File: config.mk
export PLATFORM = sky130hd
export DESIGN_NAME = integer_to_ascii_digits
export DESIGN_NICKNAME = d
export VERILOG_FILES = /design/src/design/iad_pkg.sv /design/src/design/integer_to_ascii_digits.sv /design/src/design/iad_cell.sv /design/src/design/iad_format.sv /design/src/design/iad_serializer.sv
export SDC_FILE = /design/constraint.sdc
export NUM_CORES = 1
export LEC_CHECK = 0
export ABC_CLOCK_PERIOD_IN_PS = 9800
export BUFFER_PORTS_ARGS = -buffer_cell sky130_fd_sc_hd__buf_2
export CAP_MARGIN = 0
export CORE_MARGIN = 2
export CORE_UTILIZATION = 41
export CTS_CLUSTER_SIZE = 30
export DETAILED_ROUTE_END_ITERATION = 6
export SLEW_MARGIN = 20
export SYNTH_ARGS = -nofsm -noshare
export SYNTH_HDL_FRONTEND = slang
export SYNTH_SLANG_ARGS = --single-unit
export TNS_END_PERCENT = 1
File: constraint.sdc
create_clock -name clk -period 9.8 [get_ports clk]
set_input_delay 0.98 -clock clk [delete_from_list [all_inputs] [get_ports clk]]
set_output_delay 0.98 -clock clk [all_outputs]
set_load 0.05 [all_outputs]
File: src/design/iad_pkg.sv
`timescale 1ns / 1ps

package iad_pkg;

    localparam int NUM_CELLS     = 8;
    localparam int BITS_PER_CELL = 2;
    localparam int VALUE_W       = 16;
    localparam int BCD_DIGITS    = 5;
    localparam int BCD_W         = 4 * BCD_DIGITS;
    localparam int MAX_CHARS     = 16;
    localparam int CNT_W         = 5;

    localparam logic [1:0] MODE_BIN = 2'd0;
    localparam logic [1:0] MODE_OCT = 2'd1;
    localparam logic [1:0] MODE_DEC = 2'd2;
    localparam logic [1:0] MODE_HEX = 2'd3;

    localparam logic [1:0] SIZE_NIB  = 2'd0;
    localparam logic [1:0] SIZE_BYTE = 2'd1;
    localparam logic [1:0] SIZE_WORD = 2'd2;

    localparam logic [1:0] REG_DIGIT_BASE  = 2'd0;
    localparam logic [1:0] REG_LETTER_BASE = 2'd1;

    localparam logic [7:0] ZERO_CODE       = 8'd48;
    localparam logic [7:0] LETTER_RESET    = 8'd65;

    // one conversion word as it travels down the cell row
    typedef struct packed {
        logic [VALUE_W-1:0] val;   // masked value, kept intact
        logic [VALUE_W-1:0] sh;    // bits still to be shifted into the BCD
        logic [BCD_W-1:0]   bcd;
        logic [1:0]         mode;
        logic [1:0]         size_sel;
        logic               supp;
        logic               fixed;
    } iad_word_t;

    typedef logic [MAX_CHARS-1:0][7:0] iad_chars_t;

    // one double-dabble step: add 3 to digits >= 5, then shift in a bit
    function automatic logic [BCD_W-1:0] dd_step(input logic [BCD_W-1:0] bcd,
                                                 input logic             bit_in);
        logic [BCD_W-1:0] adj;
        adj = bcd;
        for (int d = 0; d < BCD_DIGITS; d++) begin
            if (adj[4*d +: 4] >= 4'd5) begin
                adj[4*d +: 4] = adj[4*d +: 4] + 4'd3;
            end
        end
        return {adj[BCD_W-2:0], bit_in};
    endfunction

endpackage

File: src/design/integer_to_ascii_digits.sv
`timescale 1ns / 1ps

// Unsigned value to ASCII digit string converter.
// Input channel (in_valid / in_stall) takes one word per conversion: value, mode
// (binary, octal, decimal, hex), size_sel, suppress_zeros and fixed_zero.
// Output channel (out_valid / out_stall) returns one character per word, most
// significant digit first, with last set on the final character. An unsupported
// radix/size pair returns a single word with char_code 0 and bad_request set.
// Config port (cfg_we, cfg_index, cfg_data): index 0 digit base, index 1 letter
// base; write only while the converter is idle.
// Each accepted word passes through 8 double-dabble cells (2 bits each), then the
// output shifter. Throughput: one character per cycle while out_stall is low; a
// conversion is 1 to 16 characters, all sent through the single output
// shifter; the cell row takes a word every cycle until a word reaches its tail,
// then moves only as the shifter takes that word, so sustained input is one word
// per string, and the next string follows the previous last character with no gap.
// Reset clears all valid flags and the character count and restores the digit
// base to 48 and the letter base to 65. While out_stall is high the output word
// holds; the cell row keeps filling and then raises in_stall.

module integer_to_ascii_digits
    import iad_pkg::*;
(
    input  logic        clk,
    input  logic        rst_n,
    input  logic        in_valid,
    output logic        in_stall,
    input  logic [15:0] value,
    input  logic [1:0]  mode,
    input  logic [1:0]  size_sel,
    input  logic        suppress_zeros,
    input  logic        fixed_zero,
    output logic        out_valid,
    input  logic        out_stall,
    output logic [7:0]  char_code,
    output logic        last,
    output logic        bad_request,
    input  logic        cfg_we,
    input  logic [1:0]  cfg_index,
    input  logic [7:0]  cfg_data
);

    logic [7:0]       digit_base_reg;
    logic [7:0]       letter_base_reg;
    iad_word_t        head_word;
    iad_word_t        cell_word  [NUM_CELLS+1];
    logic             cell_valid [NUM_CELLS+1];
    logic             adv;
    logic             ser_ready;
    iad_chars_t       fmt_chars;
    logic [CNT_W-1:0] fmt_count;
    logic             fmt_bad;

    always_ff @(posedge clk or negedge rst_n)
    begin
        if (!rst_n)
        begin
            digit_base_reg  <= ZERO_CODE;
            letter_base_reg <= LETTER_RESET;
        end
        else if (cfg_we)
        begin
            if (cfg_index == REG_DIGIT_BASE)
            begin
                digit_base_reg <= cfg_data;
            end
            else if (cfg_index == REG_LETTER_BASE)
            begin
                letter_base_reg <= cfg_data;
            end
        end
    end

    always_comb
    begin
        head_word          = '0;
        head_word.mode     = mode;
        head_word.size_sel = size_sel;
        head_word.supp     = suppress_zeros;
        head_word.fixed    = fixed_zero;
        unique case (size_sel)
            SIZE_NIB:  head_word.val = {12'd0, value[3:0]};
            SIZE_BYTE: head_word.val = {8'd0, value[7:0]};
            default:   head_word.val = value;
        endcase
        head_word.sh = head_word.val;
    end

    // whole row moves together whenever the tail word can leave
    assign adv      = !cell_valid[NUM_CELLS] || ser_ready;
    assign in_stall = !adv;

    assign cell_word[0]  = head_word;
    assign cell_valid[0] = in_valid;

    for (genvar i = 0; i < NUM_CELLS; i++)
    begin : g_cell
        iad_cell u_cell (
            .clk        (clk),
            .rst_n      (rst_n),
            .adv        (adv),
            .prev_valid (cell_valid[i]),
            .prev_word  (cell_word[i]),
            .valid_reg  (cell_valid[i+1]),
            .word_reg   (cell_word[i+1])
        );
    end

    iad_format u_format (
        .word        (cell_word[NUM_CELLS]),
        .digit_base  (digit_base_reg),
        .letter_base (letter_base_reg),
        .chars       (fmt_chars),
        .count       (fmt_count),
        .bad         (fmt_bad)
    );

    iad_serializer u_serializer (
        .clk         (clk),
        .rst_n       (rst_n),
        .src_valid   (cell_valid[NUM_CELLS]),
        .src_chars   (fmt_chars),
        .src_count   (fmt_count),
        .src_bad     (fmt_bad),
        .ready       (ser_ready),
        .out_valid   (out_valid),
        .out_stall   (out_stall),
        .char_code   (char_code),
        .last        (last),
        .bad_request (bad_request)
    );

endmodule

File: src/design/iad_cell.sv
`timescale 1ns / 1ps

module iad_cell
    import iad_pkg::*;
(
    input  logic      clk,
    input  logic      rst_n,
    input  logic      adv,
    input  logic      prev_valid,
    input  iad_word_t prev_word,
    output logic      valid_reg,
    output iad_word_t word_reg
);

    iad_word_t word_next;

    always_comb
    begin
        word_next = prev_word;
        for (int b = 0; b < BITS_PER_CELL; b++)
        begin
            word_next.bcd = dd_step(word_next.bcd, word_next.sh[VALUE_W-1]);
            word_next.sh  = {word_next.sh[VALUE_W-2:0], 1'b0};
        end
    end

    always_ff @(posedge clk or negedge rst_n)
    begin
        if (!rst_n)
        begin
            valid_reg <= 1'b0;
        end
        else if (adv)
        begin
            valid_reg <= prev_valid;
        end
    end

    always_ff @(posedge clk)
    begin
        if (adv)
        begin
            word_reg <= word_next;
        end
    end

endmodule

File: src/design/iad_format.sv
`timescale 1ns / 1ps

module iad_format
    import iad_pkg::*;
(
    input  iad_word_t        word,
    input  logic [7:0]       digit_base,
    input  logic [7:0]       letter_base,
    output iad_chars_t       chars,
    output logic [CNT_W-1:0] count,
    output logic             bad
);

    logic [7:0]         zb;
    logic [CNT_W-1:0]   len;
    logic [3:0]         dig [MAX_CHARS];
    logic [VALUE_W-1:0] aligned;
    logic [BCD_W-1:0]   bcd_al;

    always_comb
    begin
        zb      = word.fixed ? ZERO_CODE : digit_base;
        bad     = (word.size_sel == 2'd3)
               || (word.mode == MODE_OCT && word.size_sel != SIZE_BYTE)
               || (word.mode == MODE_DEC && word.size_sel == SIZE_NIB && !word.supp)
               || (word.mode == MODE_HEX && word.size_sel == SIZE_NIB);
        len     = '0;
        aligned = '0;
        bcd_al  = '0;
        for (int k = 0; k < MAX_CHARS; k++)
        begin
            dig[k] = 4'd0;
        end

        unique case (word.mode)
            MODE_BIN:
            begin
                unique case (word.size_sel)
                    SIZE_NIB:  len = 5'd4;
                    SIZE_BYTE: len = 5'd8;
                    default:   len = 5'd16;
                endcase
                aligned = word.val << (5'd16 - len);
                for (int k = 0; k < MAX_CHARS; k++)
                begin
                    dig[k] = {3'b000, aligned[VALUE_W-1-k]};
                end
            end
            MODE_OCT:
            begin
                len    = 5'd3;
                dig[0] = {2'b00, word.val[7:6]};
                dig[1] = {1'b0, word.val[5:3]};
                dig[2] = {1'b0, word.val[2:0]};
            end
            MODE_DEC:
            begin
                if (word.supp)
                begin
                    // value is masked, so the significant length never exceeds the size
                    priority if (word.bcd[19:16] != 4'd0) len = 5'd5;
                    else if (word.bcd[15:12] != 4'd0)     len = 5'd4;
                    else if (word.bcd[11:8] != 4'd0)      len = 5'd3;
                    else if (word.bcd[7:4] != 4'd0)       len = 5'd2;
                    else                                  len = 5'd1;
                end
                else
                begin
                    unique case (word.size_sel)
                        SIZE_NIB:  len = 5'd2;
                        SIZE_BYTE: len = 5'd3;
                        default:   len = 5'd5;
                    endcase
                end
                bcd_al = word.bcd << {3'd5 - len[2:0], 2'b00};
                for (int k = 0; k < BCD_DIGITS; k++)
                begin
                    dig[k] = bcd_al[BCD_W-1-4*k -: 4];
                end
            end
            default:
            begin
                len     = (word.size_sel == SIZE_BYTE) ? 5'd2 : 5'd4;
                aligned = word.val << {3'd4 - len[2:0], 2'b00};
                for (int k = 0; k < 4; k++)
                begin
                    dig[k] = aligned[VALUE_W-1-4*k -: 4];
                end
            end
        endcase

        for (int k = 0; k < MAX_CHARS; k++)
        begin
            if (dig[k] < 4'd10)
            begin
                chars[k] = zb + {4'b0000, dig[k]};
            end
            else
            begin
                chars[k] = letter_base + ({4'b0000, dig[k]} - 8'd10);
            end
        end

        if (bad)
        begin
            chars[0] = 8'd0;
            count    = 5'd1;
        end
        else
        begin
            count = len;
        end
    end

endmodule

File: src/design/iad_serializer.sv
`timescale 1ns / 1ps

module iad_serializer
    import iad_pkg::*;
(
    input  logic             clk,
    input  logic             rst_n,
    input  logic             src_valid,
    input  iad_chars_t       src_chars,
    input  logic [CNT_W-1:0] src_count,
    input  logic             src_bad,
    output logic             ready,
    output logic             out_valid,
    input  logic             out_stall,
    output logic [7:0]       char_code,
    output logic             last,
    output logic             bad_request
);

    iad_chars_t       chars_reg;
    logic [CNT_W-1:0] cnt_reg;
    logic [CNT_W-1:0] cnt_next;
    logic             bad_reg;
    logic             take;
    logic             load;

    assign out_valid   = (cnt_reg != '0);
    assign take        = out_valid && !out_stall;
    // free now, or the final character of the current word leaves this cycle
    assign ready       = (cnt_reg == '0) || (cnt_reg == 5'd1 && !out_stall);
    assign load        = src_valid && ready;
    assign char_code   = chars_reg[0];
    assign last        = (cnt_reg == 5'd1);
    assign bad_request = bad_reg;

    always_comb
    begin
        priority if (load)
        begin
            cnt_next = src_count;
        end
        else if (take)
        begin
            cnt_next = cnt_reg - 5'd1;
        end
        else
        begin
            cnt_next = cnt_reg;
        end
    end

    always_ff @(posedge clk or negedge rst_n)
    begin
        if (!rst_n)
        begin
            cnt_reg <= '0;
        end
        else
        begin
            cnt_reg <= cnt_next;
        end
    end

    always_ff @(posedge clk)
    begin
        if (load)
        begin
            chars_reg <= src_chars;
            bad_reg   <= src_bad;
        end
        else if (take)
        begin
            for (int k = 0; k < MAX_CHARS - 1; k++)
            begin
                chars_reg[k] <= chars_reg[k+1];
            end
        end
    end

endmodule

# Word-level counts from Yosys, hierarchy flattened
# Index checks and enable logic that the tools add are counted.
# Widths: inputs -> output; s select.
dict set report word_totals {
  regBits 526
  inputBits 37
  output_inout_bits 12
  elab_cells 430
}
dict set report op_classes {
  n_addsub 117
  order_cmp 81
  eq_ne 9
  n_shift 3
  muxes 104
  bitwise_logic 1
  n_reduce_logical 29
}
# cell n
set op_table {}
lappend op_table {{$ge 4x3->1 const B} 60}
lappend op_table {{$mux 120} 2}
lappend op_table {{$mux 4} 52}
lappend op_table {{$add 4x2->4 const B} 50}
lappend op_table {{$mux 8} 18}
lappend op_table {{$add 8x8->8} 16}
lappend op_table {{$add 8x4->8} 15}
lappend op_table {{$sub 4x4->5 const B} 15}
lappend op_table {{$lt 4x4->1 const B} 15}
lappend op_table {{$mux 5} 9}
lappend op_table {{$mux 41} 1}
lappend op_table {{$pmux 12 s3} 1}
lappend op_table {{$mux 3} 11}
lappend op_table {{$pmux 16 s2} 1}
lappend op_table {{$shl 16x5->16} 2}
lappend op_table {{$add 3x2->3 const B} 10}
lappend op_table {{$shl 20x5->20} 1}
lappend op_table {{$reduce_bool 4->1} 4}
lappend op_table {{$pmux 5 s3} 1}
lappend op_table {{$pmux 4 s3} 1}
lappend op_table {{$pmux 5 s2} 1}
lappend op_table {{$add 1x2->3 const B} 3}
lappend op_table {{$ge 1x3->1 const B} 3}
lappend op_table {{$add 8x1->8} 1}
lappend op_table {{other kinds (25)} 51}

# Logic depth before layout (Yosys ltp)
# Gate-level depths: netlist of the first run.
dict set report logic_depth {
  word_depth 15
  ltp_mapped 24
  ltp_nobuf 21
}

# Hierarchy
# A second synthesis of the first run with hierarchy kept.
dict set report unflattened {
  hier_cells 3006
  area_unflattened_um2 33648.5
}
# module n_inst cells_each area_each_um2 seq_area_each_um2
set modules_own_cells {}
lappend modules_own_cells {iad_cell 8 195 2680.1 1706.6}
lappend modules_own_cells {iad_serializer 1 563 5770.5 3998.8}
lappend modules_own_cells {iad_format 1 833 5729.2 0.0}
lappend modules_own_cells {integer_to_ascii_digits 1 50 708.2 405.4}

# Worst setup path after synthesis of the first run
# OpenSTA, ideal clock, no wires.
dict set report synth_timing {
  path_kind {input -> output}
  startpoint {input port out_stall}
  endpoint {output port in_stall}
  arrival_ns 9.869
  required_time_ns 8.820
  slack_ns -1.049
  path_stages 4
  n_path_buf 0
  path_cell_list {nor2b_1 > o21ai_0 > nand2_1 > clkinv_1}
}
dict set report synth_via {
  elab_chain_len 5
}
# item line_no
set synth_rtl {}
lappend synth_rtl {{start: declaration} integer_to_ascii_digits.sv:34} ;# input logic out_stall,
lappend synth_rtl {{$logic_not 1->1} iad_serializer.sv:30} ;# assign ready = (cnt_reg == '0) || (cnt_reg == 5'd1 && !out_stall);
lappend synth_rtl {{$logic_and 1x1->1} iad_serializer.sv:30}
lappend synth_rtl {{$logic_or 1x1->1} iad_serializer.sv:30}
lappend synth_rtl {{$logic_or 1x1->1} integer_to_ascii_digits.sv:90} ;# assign adv = !cell_valid[NUM_CELLS] || ser_ready;
lappend synth_rtl {{$logic_not 1->1} integer_to_ascii_digits.sv:91} ;# assign in_stall = !adv;
lappend synth_rtl {{end: declaration} integer_to_ascii_digits.sv:27} ;# output logic in_stall,
# Every way passes these cells.

# Worst setup path in the final report of the first run
dict set report layout_timing {
  startpoint {register g_cell[7].u_cell.word_reg[3] (netlist bit)}
  endpoint {register u_serializer.chars_reg, in the netlist u_serializer.char_code[7] (data pin)}
}
dict set report layout_via {
  elab_chain_len 12
  word_cells_on_any_way 31
  cone_classes {add/sub: 6; order compare: 1; eq/ne: 3; shift: 3; mux: 10; reduce/logical: 8}
}
# item line_no
set layout_rtl {}
lappend layout_rtl {{start: declaration} iad_cell.sv:12} ;# output iad_word_t word_reg
lappend layout_rtl {{start signal: assignment} iad_cell.sv:43} ;# word_reg <= word_next;
lappend layout_rtl {{$eq 2x1->1 or $logic_not 2->1 (tied branches)} -}
lappend layout_rtl {{$pmux 3 s2} iad_format.sv:69} ;# unique case (word.size_sel)
lappend layout_rtl {{$mux 5} iad_format.sv:58} ;# if (word.supp)
lappend layout_rtl {{$mux 5} iad_format.sv:35} ;# unique case (word.mode)
lappend layout_rtl {{$sub 3x3->3} iad_format.sv:75} ;# bcd_al = word.bcd << {3'd5 - len[2:0], 2'b00};
lappend layout_rtl {{$shl 20x5->20} iad_format.sv:75}
lappend layout_rtl {{$pmux 12 s3} iad_format.sv:35}
lappend layout_rtl {{$sub 4x4->5} iad_format.sv:100} ;# chars[k] = letter_base + ({4'b0000, dig[k]} - 8'd10);
lappend layout_rtl {{$add 8x8->8} iad_format.sv:100}
lappend layout_rtl {{$mux 8} iad_format.sv:94} ;# if (dig[k] < 4'd10)
lappend layout_rtl {{$mux 8 (*)} iad_format.sv:104} ;# if (bad)
lappend layout_rtl {{$mux 120 (*)} iad_serializer.sv:66} ;# if (load)
lappend layout_rtl {{end signal: assignment} iad_serializer.sv:68} ;# chars_reg <= src_chars;
lappend layout_rtl {{end signal: indexed assignment} iad_serializer.sv:75} ;# chars_reg[k] <= chars_reg[k+1];
lappend layout_rtl {{end: declaration} iad_serializer.sv:20} ;# iad_chars_t chars_reg;
# Every way passes the cells marked *; elsewhere a longest branch is shown, timed or not. The select of a mux whose other input is x is not followed.
# A chain may end at the register's enable or synchronous reset.

==> flow_summary.ini, run 1 <==
[yosys]
synth_seq_area_share_pct = 53.54
synth.top_cell.area_share_pct = 50.36
yosys_warnings = 0
synth_cells = 2039
synth.top_cells.by_count = edfxtp_1 (386), nand2_1 (286), ha_1 (163)
yosysTopAreaCell = edfxtp_1
yosysUniqueCellTypes = 75
syn_area_per_cell_um2 = 11.29
yosysMostFrequentCell = edfxtp_1
ys.flop_type = edfxtp_1
synth.area.top_cells = edfxtp_1 (50%), ha_1 (8.9%), xnor2_1 (4.9%)
synth-edff-count = 386
synth_nets = 2249
ys_ff_latch = 415
async_reset_ff_share_pct = 6.988
syn_area_mm2 = 0.02301

[floorplanning]
core_area_mm2 = 0.05531
die-area_mm2 = 0.05804
die_x_um = 240.9
initial_utilization_pct = 41.61
fp.dieH_um = 240.9
pin_count = 49
placementRows = 86

[timing]
slew_headroom_pct = 29.20
finalWorstPathRequiredPeriod_ns = 6.504
timing.final.ws_setup_ns = 3.296
fin_setup_tns_ns = 0
drv_slew = 0
fin_skew_ns = 0.03634
worst_pin_slew_ns = 1.060
hold_viol_final = 0
finalCritPeriodShare_pct = 66.37
timing.fmax_mhz = 153.7
setup-violations-final = 0
rsz0062_at_grt = no

[clock_tree]
cts_buffer_depth = 3
clock-root-buffer = clkbuf_16
ctsResizeCount = 0
postCtsSetupBuffers = 0
cts_sinks = 415
clock_latency_ns = 0.61
cts_max_level = 2
ctsHoldBuffers = 0
clkSlewWorstSetupHoldPaths_ns = 0.06
numCtsBuffers = 48
cts_tree = done

[critical_path]
rr_endpoint = u_serializer.char_code[7]
cp_slowest_cell = nor2_1
cp_max_fo = 16
crit_path_max_incr_delay_ns = 0.74
cp_data_arrival_time_ns = 6.85
crit_path_start_kind = flop
path_cells = nor2_1 > inv_1 > ha_1 > or2_1 > and3_1 > nand2_1 > nand2_1 > o32ai_4 > inv_2 > ha_1 > inv_1 > ha_1 > and3_1 > a211oi_1 > o211ai_1 > a21o_1 > a21oi_1 > xnor2_1 > or4_1 > a32o_1
cp.required_ns = 10.14
crit_type = reg2reg
crit_buf_inv = 3
path_depth = 20
crit_family = simple AND/OR/NAND/NOR gates
reg2reg_slack_ns = 3.30
crit_top_cell = ha_1
critPathCapture = u_serializer.char_code[7]
r2r-start = g_cell[7].u_cell.word_reg[3]
rr_worst_depth = 20
end_kind = flop
crit_start = g_cell[7].u_cell.word_reg[3]

[grt]
grt_pass1_vias = 14870
antenna_found_initial = 0
grt_max_degree = 120
grt_pass1_wl_um = 79010
grt_overflow_total = 0
track_usage_pct = 17.30

[finish]
num_antenna_cells = 0
drive_gt1_share_pct = 9.830
largest_reg_flops = 257
fillers = 5146
area_delta_synth_final_pct = 11.12
fin_nets = 2287

[drt]
vias = 14820
viasPerCell = 5.174
drcViolationCount = 0
drt_pass1_iterations = 7
wirelength_um = 49350
wl_per_cell_um = 17.23
drt_iter0_drc = 1003
postRouteAntennaNets = 0

[placed_design]
dp_slack_ns = 3.380
io_buffers = 48
gp_congestion = 0.8964
hpwl_um = 34870

[outcome]
outcome = complete, no violations

[min_path]
hold_class = reg2reg
hold_start = g_cell[1].u_cell.word_reg[44]

[job]
max_cap_viol_count = 0

[power]
leakage_nw = 10.08
ir_worst_vdd_mv = 0.1887
powerDensity_mw_per_mm2 = 380.6
[cell type report]
| class | count | area [um^2] | share of cell area (%) |
|---|---|---|---|
| Sequential cell | 415 | 12320 | 48.18 |
| Tap cell | 748 | 935.9 | 3.659 |
| Clock inverter | 32 | 271.5 | 1.062 |
| Clock buffer | 57 | 1286 | 5.029 |
| Multi-Input combinational cell | 1425 | 9927 | 38.82 |
| Timing Repair Buffer | 66 | 375.4 | 1.468 |
| Inverter | 121 | 456.7 | 1.786 |
[metal layers]
metal  vias up  part of all wire (%)  track usage [%]  routed length [um]
met3       112                   3.2            2.551                1562
met4         0                   3.8            7.333                1870
met5         -                     0                0                   0
met1      7094                    44            21.37               21660
li1       7372                     -                -                   -
met2       239                    49            30.19               24260
[per-stage QoR]
| stage | hold slack [ns] | power, W | cells | cell area (um^2) | utilization, % |
|---|---|---|---|---|---|
| after floorplan | 0.4003 | 0.006967 | 2039 | 23020 | - |
| after global placement | 0.4006 | 0.007827 | 2775 | 24020 | 43.42 |
| after detailed placement | 0.4045 | 0.008002 | 2775 | 24020 | 43.42 |
| after CTS | 0.4186 | 0.009820 | 2864 | 25570 | 46.24 |
| after global routing | 0.4230 | 0.01054 | 2864 | 25570 | 46.24 |
| final | 0.4166 | 0.009733 | 2864 | 25570 | 46.24 |
[cells by family (layout without fill, tap and decap cells)]
kind of cell               Yosys count  count (layout)  share of synthesized area, %
muxes                               87              87                         4.007
adders and majority gates          173             173                         9.731
buffers and inverters              199             276                         3.430
AOI/OAI and AO/OA                  445             445                         11.74
and+or+nand+nor                    566             566                         11.63
xor gates and xnor gates           154             154                         5.920
DFF                                415             415                         53.54
[power breakdown]
part / internal (W) / switching [W] / leakage [nW] / total, W
Clock: 0.00100 / 0.000761 / 0.766 / 0.00176
Sequential: 0.00308 / 0.000433 / 4.04 / 0.00352
Combinational: 0.00182 / 0.00264 / 5.27 / 0.00445
Total: 0.00590 / 0.00383 / 10.1 / 0.00973
[placed cells by master, fill, tap and decap left out, types with 15 or more instances in the layout]
master	count
a211oi_1	21
a21o_1	35
a21oi_1	133
and2_1	26
buf_2	48
buf_4	18
clkbuf_16	49
dfrtp_1	25
edfxtp_1	386
ha_1	163
inv_1	115
mux2_2	41
mux2i_1	46
nand2_1	284
nand2b_1	31
nor2_1	76
nor2b_1	42
nor3_1	30
nor3b_1	26
o21a_1	15
o21ai_0	158
xnor2_1	130
xor2_1	23
[worst min path at each step]
stage | to | slack, ns | cells after the start
floorplan | g_cell[1].u_cell.word_reg[0] | 0.40 | 0
global placement | g_cell[1].u_cell.word_reg[5] | 0.40 | 0
detailed placement | g_cell[2].u_cell.word_reg[44] | 0.40 | 0
CTS | g_cell[2].u_cell.word_reg[44] | 0.42 | 0
global route | g_cell[6].u_cell.word_reg[43] | 0.42 | 0
finish | g_cell[2].u_cell.word_reg[44] | 0.42 | 0
Power figures use the tool's default switching activity.
==> run 2, diff against run 1 <==
Settings changed: ABC_CLOCK_PERIOD_IN_PS 9800 to 6000.
Clock period 9.8 ns to 6 ns, I/O delays scaled along.
==> run 2 against run 1 <==
Clock-buffer cell count is 12 higher. Largest power group unchanged. Utilization grew 0.15 points. Clock skew down 0.019 ns. Worst setup slack lost 2.7 ns. Wire length grew 0.42%. Critical path type unchanged. Highest routed layer unchanged. First-iteration DRC count fell by 13%.
==> flow_summary.ini, run 2 (same netlist as run 1, synthesis figures left out) <==
[critical_path]
crit_type = reg2reg
cp_data_arrival_time_ns = 5.73
end_kind = flop
cp_max_fo = 10
crit_path_max_incr_delay_ns = 0.69
crit_path_start_kind = flop
cp_slowest_cell = or4b_1
crit_buf_inv = 2
crit_top_cell = a21oi_1
cp.required_ns = 6.34
path_cells = or4b_1 > nor3_4 > a21oi_1 > o2111ai_1 > a21oi_1 > nor2_1 > inv_1 > ha_1 > inv_1 > ha_1 > and3_1 > a211oi_1 > o211ai_1 > a21o_1 > a21oi_1 > xnor2_1 > or4_1 > a32o_1
crit_family = simple AND/OR/NAND/NOR gates

[clock_tree]
clock-root-buffer = clkbuf_16
cts_max_level = 2
cts_tree = done
clock_latency_ns = 0.59
cts_sinks = 415
postCtsSetupBuffers = 0
cts_buffer_depth = 3
clkSlewWorstSetupHoldPaths_ns = 0.06
numCtsBuffers = 48
ctsResizeCount = 0
ctsHoldBuffers = 0

[power]
ir_worst_vdd_mv = 0.3645
powerDensity_mw_per_mm2 = 623.5
leakage_nw = 10.11

[job]
max_cap_viol_count = 0

[timing]
drv_slew = 0
worst_pin_slew_ns = 0.9445
hold_slack_ns = 0.09054
finalWorstPathRequiredPeriod_ns = 5.387
finalCritPeriodShare_pct = 89.78
timing.fmax_mhz = 185.6
setup-violations-final = 0
fin_setup_tns_ns = 0
slew_headroom_pct = 37.03
hold_viol_final = 0
rsz0062_at_grt = no
fin_skew_ns = 0.01687

[grt]
grt_overflow_total = 0
grt_max_degree = 173
track_usage_pct = 17.36
antenna_found_initial = 0
grt_pass1_vias = 14750
grt_pass1_wl_um = 78890

[drt]
wl_per_cell_um = 17.28
viasPerCell = 5.176
drcViolationCount = 0
drt_pass1_iterations = 5
drt_iter0_drc = 874
wirelength_um = 49550
postRouteAntennaNets = 0
vias = 14850

[outcome]
outcome = complete, no violations

[floorplanning]
pin_count = 49
core_area_mm2 = 0.05531
die_x_um = 240.9
die-area_mm2 = 0.05804
fp.dieH_um = 240.9
initial_utilization_pct = 41.61
placementRows = 86

[placed_design]
hpwl_um = 35390
io_buffers = 48
gp_congestion = 0.8439
placed_cells = 2780

[finish]
layout_commonest_cell = edfxtp_1
drive_gt1_share_pct = 9.434
fillers = 5151
final_util_pct = 46.39
num_antenna_cells = 0
stdcell_count = 2868
largest_reg_flops = 257
layout_common_cells = edfxtp_1 (386), nand2_1 (284), ha_1 (163)
fin_nets = 2292
area_delta_synth_final_pct = 11.49

[min_path]
hold_class = in2async
## run 2: cell count changes in the layout (fill, tap and decap cells not counted), moves of 2 or more
cell        before  now
buf_4           18   21
inv_4            4    1
clkinvlp_4       4    1
bufinv_16        2    4
clkbuf_1         5   16
buf_12           0    2
clkinv_2        13    6
## run 2: cell type report
class / count / area [um^2] / area share [%]
Inverter: 121 / 456.7 / 1.780
Timing Repair Buffer: 71 / 437.9 / 1.707
Sequential cell: 415 / 12320 / 48.02
Tap cell: 748 / 935.9 / 3.648
Multi-Input combinational cell: 1425 / 9927 / 38.69
Clock buffer: 69 / 1353 / 5.271
Clock inverter: 19 / 226.5 / 0.8826
## run 2: path summary, 6_finish.rpt
path                                          startpoint                             to  slack [ns]  depth (start not counted)
min reg2reg                g_cell[2].u_cell.word_reg[53]  g_cell[3].u_cell.word_reg[53]        0.41                          0
min                                                rst_n     g_cell[7].u_cell.valid_reg        0.09                          1
max                         g_cell[7].u_cell.word_reg[1]      u_serializer.char_code[7]        0.61                         18
max in group asynchronous                          rst_n              digit_base_reg[2]        5.41                          1
max reg2reg                 g_cell[7].u_cell.word_reg[1]      u_serializer.char_code[7]        0.61                         18
min in group clk                                value[2]  g_cell[0].u_cell.word_reg[44]        0.18                          1
## run 2: layer usage
layer,track usage (%),wire [um],up-vias
met5,0,0,-
met4,7.819,2030,0
met3,2.528,1689,97
met2,30.15,24220,229
met1,21.42,21610,7148
li1,-,-,7371
## run 2: power by group
part | switching (W) | leakage, nW | internal (W) | total [W]
clock | 0.00118 | 0.764 | 0.00174 | 0.00292
sequential | 0.000693 | 4.04 | 0.00504 | 0.00573
combinational | 0.00435 | 5.30 | 0.00299 | 0.00734
## run 2: worst register-to-register path, cell delays in order (launching register included)
cell	delay, ns
edfxtp_1	0.53
or4b_1	0.69
nor3_4	0.41
a21oi_1	0.23
o2111ai_1	0.27
a21oi_1	0.14
nor2_1	0.21
inv_1	0.16
ha_1	0.31
inv_1	0.06
ha_1	0.29
and3_1	0.17
a211oi_1	0.34
o211ai_1	0.20
a21o_1	0.20
a21oi_1	0.17
xnor2_1	0.10
or4_1	0.41
a32o_1	0.25
## run 2: through the flow
stage	power [W]	cell area (um^2)	setup slack, ns
floorplan	0.01132	23020	0.9164
global placement	0.01291	24080	0.7340
detailed placement	0.01314	24080	0.6354
CTS	0.01615	25660	0.6266
global route	0.01733	25660	0.1567
finish	0.01600	25660	0.6133
